===== src/rtl/plee_pkg.sv =====
// plee_pkg: shared types, codes and constants for the layered led effect engine
// used by the slot file, the serial arithmetic units and the top level
// no dependencies
`timescale 1ns / 1ps
`default_nettype none

package plee_pkg;

    // item operation codes
    typedef enum logic [1:0] {
        OP_TICK  = 2'd0,
        OP_SET   = 2'd1,
        OP_CLEAR = 2'd2
    } t_op;

    // pattern modes
    typedef enum logic [1:0] {
        MODE_OFF    = 2'd0,
        MODE_STATIC = 2'd1,
        MODE_BLINK  = 2'd2,
        MODE_PULSE  = 2'd3
    } t_mode;

    // sequencer states
    typedef enum logic [3:0] {
        ST_IDLE,
        ST_SET_DIV,
        ST_SCAN,
        ST_PICK,
        ST_EL_MUL,
        ST_PH_DIV,
        ST_BR_DIV,
        ST_FL_MUL,
        ST_CH_GO,
        ST_CH_MUL,
        ST_EMIT
    } t_state;

    // one stored pattern
    typedef struct packed {
        t_mode       mode;
        logic [23:0] color;
        logic [15:0] period;
        logic [31:0] duration;
        logic [31:0] start;
        logic [31:0] expiry;
    } t_slot;

    // slot file commands
    typedef struct packed {
        logic wr;
        logic wr_exp;
        logic clr;
    } t_slot_cmd;

    // serial divider geometry
    localparam int DIV_DIVIDEND_W = 32;
    localparam int DIV_DIVISOR_W  = 16;
    localparam int DIV_CNT_W      = $clog2(DIV_DIVIDEND_W + 1);

    // serial multiplier geometry, product kept modulo 2^32
    localparam int MUL_A_W = 32;
    localparam int MUL_B_W = 16;

    // configuration
    localparam int          INTERVAL_W            = 10;
    localparam logic [9:0]  INTERVAL_RESET        = 10'd10;
    localparam logic [0:0]  REG_IDX_TICK_INTERVAL = 1'b0;

    // effect constants
    localparam logic [15:0] BLINK_DEF_PERIOD = 16'd500;
    localparam logic [15:0] PULSE_DEF_PERIOD = 16'd1000;
    localparam logic [15:0] PULSE_MIN_PERIOD = 16'd2;
    localparam logic [15:0] BR_FULL          = 16'd65535;
    localparam logic [15:0] BR_FLOOR         = 16'd6553;
    localparam logic [15:0] BR_SPAN          = BR_FULL - BR_FLOOR;

    // x / 65535 without a divider, exact for x up to 65535 * 65535
    function automatic logic [15:0] div_by_full(input logic [31:0] x);
        logic [32:0] s;
        s = {1'b0, x} + {17'b0, x[31:16]} + 33'd1;
        return s[31:16];
    endfunction

endpackage

`default_nettype wire


===== src/rtl/plee_serial_div.sv =====
// plee_serial_div: restoring divider, one quotient bit per cycle
// 32-bit dividend, 16-bit nonzero divisor; depends on plee_pkg
`timescale 1ns / 1ps
`default_nettype none

module plee_serial_div (
    input  logic                               i_clk,
    input  logic                               i_rst_n,
    input  logic                               i_start,
    input  logic [plee_pkg::DIV_DIVIDEND_W-1:0] i_dividend,
    input  logic [plee_pkg::DIV_DIVISOR_W-1:0]  i_divisor,
    output logic                               o_done,
    output logic [plee_pkg::DIV_DIVIDEND_W-1:0] o_quot,
    output logic [plee_pkg::DIV_DIVISOR_W-1:0]  o_rem
);
    import plee_pkg::*;

    logic                      r_busy;
    logic                      r_done;
    logic [DIV_CNT_W-1:0]      r_cnt;
    logic [DIV_DIVIDEND_W-1:0] r_q;
    logic [DIV_DIVISOR_W-1:0]  r_r;
    logic [DIV_DIVISOR_W-1:0]  r_d;

    logic [DIV_DIVISOR_W:0]    w_trial;
    logic [DIV_DIVISOR_W:0]    w_diff;
    logic                      w_ge;

    // shift the next dividend bit into the partial remainder
    assign w_trial = {r_r, r_q[DIV_DIVIDEND_W-1]};
    assign w_ge    = w_trial >= {1'b0, r_d};
    assign w_diff  = w_trial - {1'b0, r_d};

    always_ff @(posedge i_clk) begin
        if (!i_rst_n) begin
            r_busy <= 1'b0;
            r_done <= 1'b0;
        end else begin
            r_done <= 1'b0;
            if (i_start) begin
                r_busy <= 1'b1;
            end else if (r_busy && r_cnt == DIV_CNT_W'(1)) begin
                r_busy <= 1'b0;
                r_done <= 1'b1;
            end
        end
    end

    always_ff @(posedge i_clk) begin
        if (i_start) begin
            r_q   <= i_dividend;
            r_r   <= '0;
            r_d   <= i_divisor;
            r_cnt <= DIV_CNT_W'(DIV_DIVIDEND_W);
        end else if (r_busy) begin
            r_q   <= {r_q[DIV_DIVIDEND_W-2:0], w_ge};
            r_r   <= w_ge ? w_diff[DIV_DIVISOR_W-1:0] : w_trial[DIV_DIVISOR_W-1:0];
            r_cnt <= r_cnt - DIV_CNT_W'(1);
        end
    end

    assign o_done = r_done;
    assign o_quot = r_q;
    assign o_rem  = r_r;

endmodule

`default_nettype wire


===== src/rtl/plee_serial_mul.sv =====
// plee_serial_mul: shift-and-add multiplier, one multiplier bit per cycle
// stops as soon as the remaining multiplier bits are zero; depends on plee_pkg
`timescale 1ns / 1ps
`default_nettype none

module plee_serial_mul (
    input  logic                        i_clk,
    input  logic                        i_rst_n,
    input  logic                        i_start,
    input  logic [plee_pkg::MUL_A_W-1:0] i_a,
    input  logic [plee_pkg::MUL_B_W-1:0] i_b,
    output logic                        o_done,
    output logic [plee_pkg::MUL_A_W-1:0] o_prod
);
    import plee_pkg::*;

    logic               r_busy;
    logic               r_done;
    logic [MUL_A_W-1:0] r_acc;
    logic [MUL_A_W-1:0] r_a;
    logic [MUL_B_W-1:0] r_b;

    always_ff @(posedge i_clk) begin
        if (!i_rst_n) begin
            r_busy <= 1'b0;
            r_done <= 1'b0;
        end else begin
            r_done <= 1'b0;
            if (i_start) begin
                r_busy <= 1'b1;
            end else if (r_busy && r_b == '0) begin
                r_busy <= 1'b0;
                r_done <= 1'b1;
            end
        end
    end

    always_ff @(posedge i_clk) begin
        if (i_start) begin
            r_acc <= '0;
            r_a   <= i_a;
            r_b   <= i_b;
        end else if (r_busy && r_b != '0) begin
            if (r_b[0]) begin
                r_acc <= r_acc + r_a;
            end
            r_a <= {r_a[MUL_A_W-2:0], 1'b0};
            r_b <= {1'b0, r_b[MUL_B_W-1:1]};
        end
    end

    assign o_done = r_done;
    assign o_prod = r_acc;

endmodule

`default_nettype wire


===== src/rtl/plee_slot_file.sv =====
// plee_slot_file: the priority slots, one pattern record and an active flag each
// one shared index for write, clear and read; depends on plee_pkg
`timescale 1ns / 1ps
`default_nettype none

module plee_slot_file #(
    parameter  int LAYERS = 4,
    localparam int IDX_W  = (LAYERS > 1) ? $clog2(LAYERS) : 1
) (
    input  logic                i_clk,
    input  logic                i_rst_n,
    input  plee_pkg::t_slot_cmd i_cmd,
    input  logic [IDX_W-1:0]    i_idx,
    input  plee_pkg::t_slot     i_rec,
    output plee_pkg::t_slot     o_rec,
    output logic                o_active
);
    import plee_pkg::*;

    t_slot             r_slot [LAYERS];
    logic [LAYERS-1:0] r_active;

    always_ff @(posedge i_clk) begin
        if (!i_rst_n) begin
            r_active <= '0;
        end else if (i_cmd.wr) begin
            r_active[i_idx] <= 1'b1;
        end else if (i_cmd.clr) begin
            r_active[i_idx] <= 1'b0;
        end
    end

    // expiry is only rewritten for patterns with a lifetime
    always_ff @(posedge i_clk) begin
        if (i_cmd.wr) begin
            r_slot[i_idx].mode     <= i_rec.mode;
            r_slot[i_idx].color    <= i_rec.color;
            r_slot[i_idx].period   <= i_rec.period;
            r_slot[i_idx].duration <= i_rec.duration;
            r_slot[i_idx].start    <= i_rec.start;
            if (i_cmd.wr_exp) begin
                r_slot[i_idx].expiry <= i_rec.expiry;
            end
        end
    end

    assign o_rec    = r_slot[i_idx];
    assign o_active = r_active[i_idx];

endmodule

`default_nettype wire


===== src/rtl/priority_layered_led_effect_engine_unit.sv =====
// priority_layered_led_effect_engine_unit: top level, sequencer, output register, apb register
// depends on plee_pkg, plee_slot_file, plee_serial_div, plee_serial_mul
`timescale 1ns / 1ps
`default_nettype none

// Layered LED effect engine. LAYERS priority slots each hold a pattern (off, static,
// blink or triangle pulse with a brightness floor) with an optional lifetime; the
// highest-numbered active slot wins. A set item stores a pattern and, for a nonzero
// lifetime, an expiry tick of tick_count + lifetime / tick_interval_ms. A clear
// item drops a slot. A tick item advances the tick counter, retires expired slots and
// delivers one LED colour item; set and clear items deliver nothing. Items are taken
// one at a time: a clear is done in the idle state, a set waits for the bit-serial
// divider, and a tick scans the slots and, for blink or pulse, waits for the serial
// arithmetic, pulse needing more of it, and then for the receiver to free the output
// register of the previous colour item. The tick cost is set by the one-slot-a-cycle
// scan, the shared bit-serial shift-add multiplier (elapsed time, floor mapping and
// the three colour channels in turn) and the shared bit-serial divider (phase and
// ramp). A finished colour item waits in the output register while the next item is
// accepted. tick_interval_ms sits at byte address 0 of the apb port (reset 10, a
// value of 0 acts as 1) and should only be written while idle.

module priority_layered_led_effect_engine_unit #(
    parameter int LAYERS = 4
) (
    input  logic        i_clk,
    input  logic        i_rst_n,
    // item input
    input  logic        i_in_valid,
    output logic        o_in_stall,
    input  logic [1:0]  i_op,
    input  logic [2:0]  i_layer,
    input  logic [1:0]  i_mode,
    input  logic [7:0]  i_red,
    input  logic [7:0]  i_green,
    input  logic [7:0]  i_blue,
    input  logic [15:0] i_period,
    input  logic [31:0] i_lifetime,
    // result output
    output logic        o_out_valid,
    input  logic        i_out_stall,
    output logic        o_led_on,
    output logic [7:0]  o_out_red,
    output logic [7:0]  o_out_green,
    output logic [7:0]  o_out_blue,
    // configuration
    input  logic        psel,
    input  logic        penable,
    input  logic        pwrite,
    input  logic [2:0]  paddr,
    input  logic [31:0] pwdata,
    output logic [31:0] prdata,
    output logic        pready
);
    import plee_pkg::*;

    localparam int               IDX_W     = (LAYERS > 1) ? $clog2(LAYERS) : 1;
    localparam logic [IDX_W-1:0] LAST_IDX  = IDX_W'(LAYERS - 1);
    localparam logic [3:0]       LAYER_LIM = 4'(LAYERS);
    localparam logic [1:0]       CH_LAST   = 2'd2;

    // control state
    t_state                r_state, n_state;
    logic [31:0]           r_tick, n_tick;
    logic [INTERVAL_W-1:0] r_interval, n_interval;
    logic                  r_out_valid, n_out_valid;

    // working registers
    logic [IDX_W-1:0]      r_scan, n_scan;
    logic [IDX_W-1:0]      r_sel, n_sel;
    logic                  r_found, n_found;
    t_mode                 r_mode, n_mode;
    logic [23:0]           r_color, n_color;
    logic [15:0]           r_p, n_p;
    logic [31:0]           r_dur, n_dur;
    logic                  r_rise, n_rise;
    logic [15:0]           r_br2, n_br2;
    logic [1:0]            r_ch, n_ch;
    logic                  r_res_on, n_res_on;
    logic [23:0]           r_res_color, n_res_color;
    logic                  r_out_on, n_out_on;
    logic [23:0]           r_out_color, n_out_color;

    // slot file
    t_slot_cmd             s_cmd;
    logic [IDX_W-1:0]      s_idx;
    t_slot                 s_rec_wr;
    t_slot                 s_rec_rd;
    logic                  s_active;

    // arithmetic units
    logic                  mul_start, mul_done;
    logic [MUL_A_W-1:0]    mul_a, mul_prod;
    logic [MUL_B_W-1:0]    mul_b;
    logic                  div_start, div_done;
    logic [DIV_DIVIDEND_W-1:0] div_dividend, div_quot;
    logic [DIV_DIVISOR_W-1:0]  div_divisor, div_rem;

    // derived values
    logic [INTERVAL_W-1:0] w_interval;
    logic                  w_cfg_wr;
    logic                  w_in_range;
    logic                  w_expired;
    logic [15:0]           w_pick_p;
    logic [15:0]           w_half;
    logic [15:0]           w_fall;
    logic                  w_phase_lo;
    logic [15:0]           w_br;
    logic [15:0]           w_scaled;
    logic [15:0]           w_br2;

    plee_slot_file #(
        .LAYERS (LAYERS)
    ) u_slots (
        .i_clk    (i_clk),
        .i_rst_n  (i_rst_n),
        .i_cmd    (s_cmd),
        .i_idx    (s_idx),
        .i_rec    (s_rec_wr),
        .o_rec    (s_rec_rd),
        .o_active (s_active)
    );

    plee_serial_mul u_mul (
        .i_clk   (i_clk),
        .i_rst_n (i_rst_n),
        .i_start (mul_start),
        .i_a     (mul_a),
        .i_b     (mul_b),
        .o_done  (mul_done),
        .o_prod  (mul_prod)
    );

    plee_serial_div u_div (
        .i_clk      (i_clk),
        .i_rst_n    (i_rst_n),
        .i_start    (div_start),
        .i_dividend (div_dividend),
        .i_divisor  (div_divisor),
        .o_done     (div_done),
        .o_quot     (div_quot),
        .o_rem      (div_rem)
    );

    // apb register, zero-wait
    assign w_cfg_wr   = psel && penable && pwrite && (paddr[2] == REG_IDX_TICK_INTERVAL);
    assign n_interval = w_cfg_wr ? pwdata[INTERVAL_W-1:0] : r_interval;
    assign prdata     = (paddr[2] == REG_IDX_TICK_INTERVAL) ?
                        {{(32 - INTERVAL_W){1'b0}}, r_interval} : '0;
    assign pready     = 1'b1;

    // an interval of zero behaves as one
    assign w_interval = (r_interval == '0) ? INTERVAL_W'(1) : r_interval;

    // layers beyond the slot count are ignored
    assign w_in_range = {1'b0, i_layer} < LAYER_LIM;

    // retire a timed pattern once the counter reaches its expiry
    assign w_expired  = (s_rec_rd.duration != '0) && (r_tick >= s_rec_rd.expiry);

    // effective period; pulse needs at least three so both ramps are nonzero
    assign w_pick_p   = (s_rec_rd.mode == MODE_BLINK) ?
                        ((s_rec_rd.period == '0) ? BLINK_DEF_PERIOD : s_rec_rd.period) :
                        ((s_rec_rd.period > PULSE_MIN_PERIOD) ? s_rec_rd.period :
                                                                PULSE_DEF_PERIOD);

    // phase arithmetic on the divider remainder
    assign w_half     = {1'b0, r_p[15:1]};
    assign w_phase_lo = div_rem < w_half;
    assign w_fall     = div_rem - w_half;

    // ramp brightness, rising or falling half
    assign w_br       = r_rise ? div_quot[15:0] : (BR_FULL - div_quot[15:0]);

    // product / 65535, reused for the floor mapping and the channel scaling
    assign w_scaled   = div_by_full(mul_prod);
    assign w_br2      = BR_FLOOR + w_scaled;

    // slot write record, only taken when a set item finishes
    always_comb begin
        s_rec_wr.mode     = r_mode;
        s_rec_wr.color    = r_color;
        s_rec_wr.period   = r_p;
        s_rec_wr.duration = r_dur;
        s_rec_wr.start    = r_tick;
        s_rec_wr.expiry   = r_tick + div_quot;
    end

    // sequencer
    always_comb begin
        n_state      = r_state;
        n_tick       = r_tick;
        n_out_valid  = r_out_valid && i_out_stall;
        n_scan       = r_scan;
        n_sel        = r_sel;
        n_found      = r_found;
        n_mode       = r_mode;
        n_color      = r_color;
        n_p          = r_p;
        n_dur        = r_dur;
        n_rise       = r_rise;
        n_br2        = r_br2;
        n_ch         = r_ch;
        n_res_on     = r_res_on;
        n_res_color  = r_res_color;
        n_out_on     = r_out_on;
        n_out_color  = r_out_color;
        s_cmd        = '0;
        s_idx        = r_sel;
        mul_start    = 1'b0;
        mul_a        = '0;
        mul_b        = '0;
        div_start    = 1'b0;
        div_dividend = '0;
        div_divisor  = '0;

        unique case (r_state)
            ST_IDLE: begin
                s_idx = i_layer[IDX_W-1:0];
                if (i_in_valid) begin
                    unique case (i_op)
                        OP_TICK: begin
                            n_tick  = r_tick + 32'd1;
                            n_scan  = LAST_IDX;
                            n_found = 1'b0;
                            n_state = ST_SCAN;
                        end
                        OP_SET: begin
                            if (w_in_range) begin
                                n_sel        = i_layer[IDX_W-1:0];
                                n_mode       = t_mode'(i_mode);
                                n_color      = {i_red, i_green, i_blue};
                                n_p          = i_period;
                                n_dur        = i_lifetime;
                                div_start    = 1'b1;
                                div_dividend = i_lifetime;
                                div_divisor  = {{(DIV_DIVISOR_W - INTERVAL_W){1'b0}}, w_interval};
                                n_state      = ST_SET_DIV;
                            end
                        end
                        OP_CLEAR: begin
                            s_cmd.clr = w_in_range;
                        end
                        default: begin
                        end
                    endcase
                end
            end

            // lifetime in ticks, then store the pattern
            ST_SET_DIV: begin
                if (div_done) begin
                    s_cmd.wr     = 1'b1;
                    s_cmd.wr_exp = (r_dur != '0);
                    n_state      = ST_IDLE;
                end
            end

            // top slot down: retire what has expired, remember the first survivor
            ST_SCAN: begin
                s_idx = r_scan;
                if (s_active) begin
                    if (w_expired) begin
                        s_cmd.clr = 1'b1;
                    end else if (!r_found) begin
                        n_found = 1'b1;
                        n_sel   = r_scan;
                    end
                end
                if (r_scan == '0) begin
                    n_state = ST_PICK;
                end else begin
                    n_scan = r_scan - IDX_W'(1);
                end
            end

            ST_PICK: begin
                n_mode  = s_rec_rd.mode;
                n_color = s_rec_rd.color;
                n_p     = w_pick_p;
                if (!r_found) begin
                    n_res_on    = 1'b0;
                    n_res_color = '0;
                    n_state     = ST_EMIT;
                end else begin
                    unique case (s_rec_rd.mode)
                        MODE_OFF: begin
                            n_res_on    = 1'b0;
                            n_res_color = '0;
                            n_state     = ST_EMIT;
                        end
                        MODE_STATIC: begin
                            n_res_on    = 1'b1;
                            n_res_color = s_rec_rd.color;
                            n_state     = ST_EMIT;
                        end
                        MODE_BLINK, MODE_PULSE: begin
                            // elapsed ms, modulo 2^32
                            mul_start = 1'b1;
                            mul_a     = r_tick - s_rec_rd.start;
                            mul_b     = {{(MUL_B_W - INTERVAL_W){1'b0}}, w_interval};
                            n_state   = ST_EL_MUL;
                        end
                        default: begin
                            n_state = ST_IDLE;
                        end
                    endcase
                end
            end

            // phase within the period
            ST_EL_MUL: begin
                if (mul_done) begin
                    div_start    = 1'b1;
                    div_dividend = mul_prod;
                    div_divisor  = r_p;
                    n_state      = ST_PH_DIV;
                end
            end

            ST_PH_DIV: begin
                if (div_done) begin
                    if (r_mode == MODE_BLINK) begin
                        // on in the first half of the period
                        n_res_on    = w_phase_lo;
                        n_res_color = w_phase_lo ? r_color : '0;
                        n_state     = ST_EMIT;
                    end else begin
                        // scale the phase to a 0..65535 ramp
                        n_rise    = w_phase_lo;
                        div_start = 1'b1;
                        if (w_phase_lo) begin
                            div_dividend = {div_rem, 16'b0} - {16'b0, div_rem};
                            div_divisor  = w_half;
                        end else begin
                            div_dividend = {w_fall, 16'b0} - {16'b0, w_fall};
                            div_divisor  = r_p - w_half;
                        end
                        n_state = ST_BR_DIV;
                    end
                end
            end

            // lift the ramp onto the brightness floor
            ST_BR_DIV: begin
                if (div_done) begin
                    mul_start = 1'b1;
                    mul_a     = {16'b0, w_br};
                    mul_b     = BR_SPAN;
                    n_state   = ST_FL_MUL;
                end
            end

            ST_FL_MUL: begin
                if (mul_done) begin
                    n_br2   = w_br2;
                    n_ch    = '0;
                    n_state = ST_CH_GO;
                end
            end

            // channels red, green, blue in turn off the top of the colour shift register
            ST_CH_GO: begin
                mul_start = 1'b1;
                mul_a     = {16'b0, r_br2};
                mul_b     = {8'b0, r_color[23:16]};
                n_state   = ST_CH_MUL;
            end

            ST_CH_MUL: begin
                if (mul_done) begin
                    n_res_color = {r_res_color[15:0], w_scaled[7:0]};
                    n_color     = {r_color[15:0], 8'b0};
                    if (r_ch == CH_LAST) begin
                        n_res_on = 1'b1;
                        n_state  = ST_EMIT;
                    end else begin
                        n_ch    = r_ch + 2'd1;
                        n_state = ST_CH_GO;
                    end
                end
            end

            // hand over to the output register once it is free
            ST_EMIT: begin
                if (!r_out_valid || !i_out_stall) begin
                    n_out_valid = 1'b1;
                    n_out_on    = r_res_on;
                    n_out_color = r_res_color;
                    n_state     = ST_IDLE;
                end
            end

            default: begin
                n_state = ST_IDLE;
            end
        endcase
    end

    always_ff @(posedge i_clk) begin
        if (!i_rst_n) begin
            r_state     <= ST_IDLE;
            r_tick      <= '0;
            r_interval  <= INTERVAL_RESET;
            r_out_valid <= 1'b0;
        end else begin
            r_state     <= n_state;
            r_tick      <= n_tick;
            r_interval  <= n_interval;
            r_out_valid <= n_out_valid;
        end
    end

    always_ff @(posedge i_clk) begin
        r_scan      <= n_scan;
        r_sel       <= n_sel;
        r_found     <= n_found;
        r_mode      <= n_mode;
        r_color     <= n_color;
        r_p         <= n_p;
        r_dur       <= n_dur;
        r_rise      <= n_rise;
        r_br2       <= n_br2;
        r_ch        <= n_ch;
        r_res_on    <= n_res_on;
        r_res_color <= n_res_color;
        r_out_on    <= n_out_on;
        r_out_color <= n_out_color;
    end

    // items are taken only between operations
    assign o_in_stall  = (r_state != ST_IDLE);

    assign o_out_valid = r_out_valid;
    assign o_led_on    = r_out_on;
    assign o_out_red   = r_out_color[23:16];
    assign o_out_green = r_out_color[15:8];
    assign o_out_blue  = r_out_color[7:0];

endmodule

`default_nettype wire


===== config.mk =====
export PLATFORM = sky130hd
export DESIGN_NAME = priority_layered_led_effect_engine_unit
export DESIGN_NICKNAME = d
export VERILOG_FILES = /design/src/rtl/plee_pkg.sv /design/src/rtl/plee_serial_div.sv /design/src/rtl/plee_serial_mul.sv /design/src/rtl/plee_slot_file.sv /design/src/rtl/priority_layered_led_effect_engine_unit.sv
export SDC_FILE = /design/constraint.sdc
export NUM_CORES = 2
export LEC_CHECK = 0
export BUFFER_PORTS_ARGS = -buffer_cell sky130_fd_sc_hd__buf_2
export CORE_UTILIZATION = 41
export DETAILED_ROUTE_END_ITERATION = 10
export GPL_TIMING_DRIVEN = 0
export PLACE_DENSITY = 0.66
export SETUP_SLACK_MARGIN = 0.5
export SKIP_LAST_GASP = 1
export SYNTH_ARGS = -nofsm -noshare
export SYNTH_HDL_FRONTEND = slang
export SYNTH_SLANG_ARGS = --single-unit

===== constraint.sdc =====
create_clock -name i_clk -period 12.6 [get_ports i_clk]
set_clock_uncertainty 0.15 [all_clocks]
set_input_delay 0.63 -clock i_clk [delete_from_list [all_inputs] [get_ports i_clk]]
set_output_delay 0.63 -clock i_clk [all_outputs]
set_load 0.05 [all_outputs]

==> flow_summary.toml <==
[outcome]
status = "complete, but fails checks"
violations = "design-rule violations"

[yosys]
syn_inst = 3513
avgSynthCellArea_sq_um = 12.6
synth.most_common_cell = "edfxtp_1"
netlist_top_cells_count = "edfxtp_1 (796), nand2_1 (270), a21oi_1 (236), nor2_1 (230), ha_1 (194)"
synth_top_area_cell = "edfxtp_1"
synth.area.top_cells = "edfxtp_1 (54%), ha_1 (5.5%), mux4_2 (5.4%)"
synth_seq_cells = 905
synthDistinctLibCells = 92
synth_flop_cell = "edfxtp_1"
synthArstFlopShare_pct = 0
yosys_warnings = 0
netlist.area_leader.share_pct = 54.0
synth_area_sq_um = 44300
synth_edf_count = 796
ys_seq_area_share_pct = 58.9

[worst_setup_path]
cp_max_fo = 10
worstPathRequired_ps = 12860
crit_type = "register to register"
cp.arrival_ps = 7570
end_kind = "register"
worstSetupStartpointType = "register"

[route]
vias_per_cell = 5.87
drtIter0Drc = 3634
via_count = 30869
wirelength_um = 127000
wl_per_cell_um = 24.2
drtAntennaViolNets = 0
drc = 1
dr.pass1.iters = 11

[cells_and_area]
nets = 4095
multi_input_area_sq_um = 16900
nFillCells = 9419
area_delta_synth_final_pct = 13.9
layout-drive-gt1-share_pct = 13.1
final-seq-area_sq_um = 26100
stdcell_count = 5258

[die]
initial_core_util_pct = 41.4
rows = 120
die_w_um = 331
die-area_sq_um = 109000
core_area_sq_um = 107000
die_h_um = 331
boundaryPins = 181

[placement]
place.gp.congestion = 0.963
place_ws_ps = 5350
dpl.cell_count = 5083
place_hpwl_um = 94200
portBuffers = 132

[grt]
antenna_found_initial = 6
grt_pass1_vias = 28713
track_usage_pct = 22.7
grt_pass1_wl_um = 184000
grt_max_degree = 76
grt_overflow = 0

[sta]
slew_headroom_pct = 14.7
worstMarginPinSlew_ps = 1280
rsz0062_at_grt = "no"
period_needed_ps = 7300
setup_tns_ps = 0
holdWs_ps = 45.7
setup_viol = 0
fmax_mhz = 137
finalCritPeriodShare_pct = 58.0
final_max_slew_viol_count = 0
finalHoldViolations = 0
fin_ws_ps = 5300

[power]
power.leakage_nw = 18.6
ir_worst_vdd_v = 0.000119
finalPower_mw = 10.4
power_density_nw_per_um2 = 205

[hold_path]
hold_path_class = "primary input to register"

[job]
cap_violations = 0

[clocking]
cts_tree = "done"
cts_buffers = 90
cts_max_level = 3
ctsHoldBuffers = 2
cts_sinks = 905
clk_pin_slew_worst_paths_ps = 60
post-cts-setup-buffer-count = 0
worstSkewPairLatency_ps = 670
clockBufferDepth = 3
cts_resized = 0
clockRootBuffer = "clkbuf_16"
==> cell families after synthesis <==
family / after synthesis / share of synthesized area (%)
xor gates and xnor gates: 192 / 3.80
DFF: 905 / 58.9
other: 2 / 0.0170
muxes: 133 / 6.02
buffers and inverters: 340 / 3.17
AOI/OAI and AO/OA: 827 / 12.3
and+or+nand+nor: 913 / 9.99
adders and majority gates: 201 / 5.78
==> sequential cells by signal (all words and copies together) (netlist names), 4 cells and up, named ones only <==
name            flops
r_br2              16
r_color            24
r_dur              32
r_interval         10
r_out_color        24
r_p                16
r_res_color        24
r_state             4
r_tick             32
u_div.o_quot       32
u_div.o_rem        16
u_div.r_cnt         6
u_div.r_d          16
u_mul.o_prod       32
u_mul.r_a          32
u_mul.r_b          16
u_slots.r_slot    552
==> final cells by class <==
class                      instances  area share [%]
multi-input combinational       2289            33.6
clock inverter                    65            1.64
timing repair buffer             148            1.99
antenna                            4          0.0198
inverter                         179            1.37
buffer                           161            1.46
clock buffer                     104            4.76
sequential                       905            51.7
tap                             1403            3.48
==> placed cells by master, fill, tap and decap left out, drive strengths merged, types with 33 or more instances in the layout <==
| cell type | count |
|---|---|
| edfxtp | 796 |
| nand2 | 270 |
| a21oi | 236 |
| nor2 | 231 |
| buf | 209 |
| clkbuf | 202 |
| ha | 194 |
| inv | 183 |
| o21ai | 171 |
| xnor2 | 124 |
| dfxtp | 109 |
| mux4 | 106 |
| a21o | 76 |
| nor3 | 69 |
| xor2 | 68 |
| nor4 | 60 |
| nand3 | 58 |
| a222oi | 57 |
| nor2b | 49 |
| clkinv | 43 |
| or3 | 40 |
| a22oi | 39 |
| nand4 | 37 |
| a31oi | 33 |
==> metal layers <==
layer | global-route usage (%) | wire length, um | part of all wire (%)
met4 | 9.19 | 4780 | 3.8
met3 | 4.02 | 11700 | 9.2
met1 | 31.7 | 52800 | 42
met5 | 0 | 7 | 0.0055
met2 | 35.0 | 57800 | 45
==> worst paths after layout <==
path | cells past startpoint | slack (ps) | end | from
worst max-delay path | 20 | 5300 | u_mul.r_a[23] | r_state[0]
worst min-delay path | 3 | 50 | r_interval[7] | pwdata[7]
worst max register to register | 20 | 5300 | u_mul.r_a[23] | r_state[0]
worst min register to register | 0 | 270 | r_out_color[23] | r_res_color[23]
==> through the flow <==
stage	utilization (%)	area, sq um
3_5_place_dp	44.1	47200
6_report	47.1	50400
4_1_cts	47.1	50400
3_3_place_gp	43.7	46800
5_1_grt	47.1	50400
2_1_floorplan	-	44400
==> critical path: stages, from the launching register on <==
cell	delay [ps]
dfxtp_1	290
buf_2	160
nor3_4	320
nor2_1	100
a21oi_1	420
buf_2	470
buf_2	390
buf_1	770
buf_2	500
mux4_2	280
ha_1	190
nor2b_1	60
o21ai_0	270
o22ai_1	150
o31ai_1	560
o21ai_0	300
a2111oi_0	830
nor3_1	170
o31ai_1	350
mux2i_1	220
nand2_1	60
==> report_power, final <==
| group | internal, mW | switching [mW] | leakage [nW] |
|---|---|---|---|
| sequential | 3.53 | 0.333 | 8.25 |
| combinational | 1.42 | 2.18 | 8.82 |
| clock | 1.69 | 1.19 | 1.57 |
| total | 6.64 | 3.71 | 18.6 |
Power figures use the tool's default switching activity.
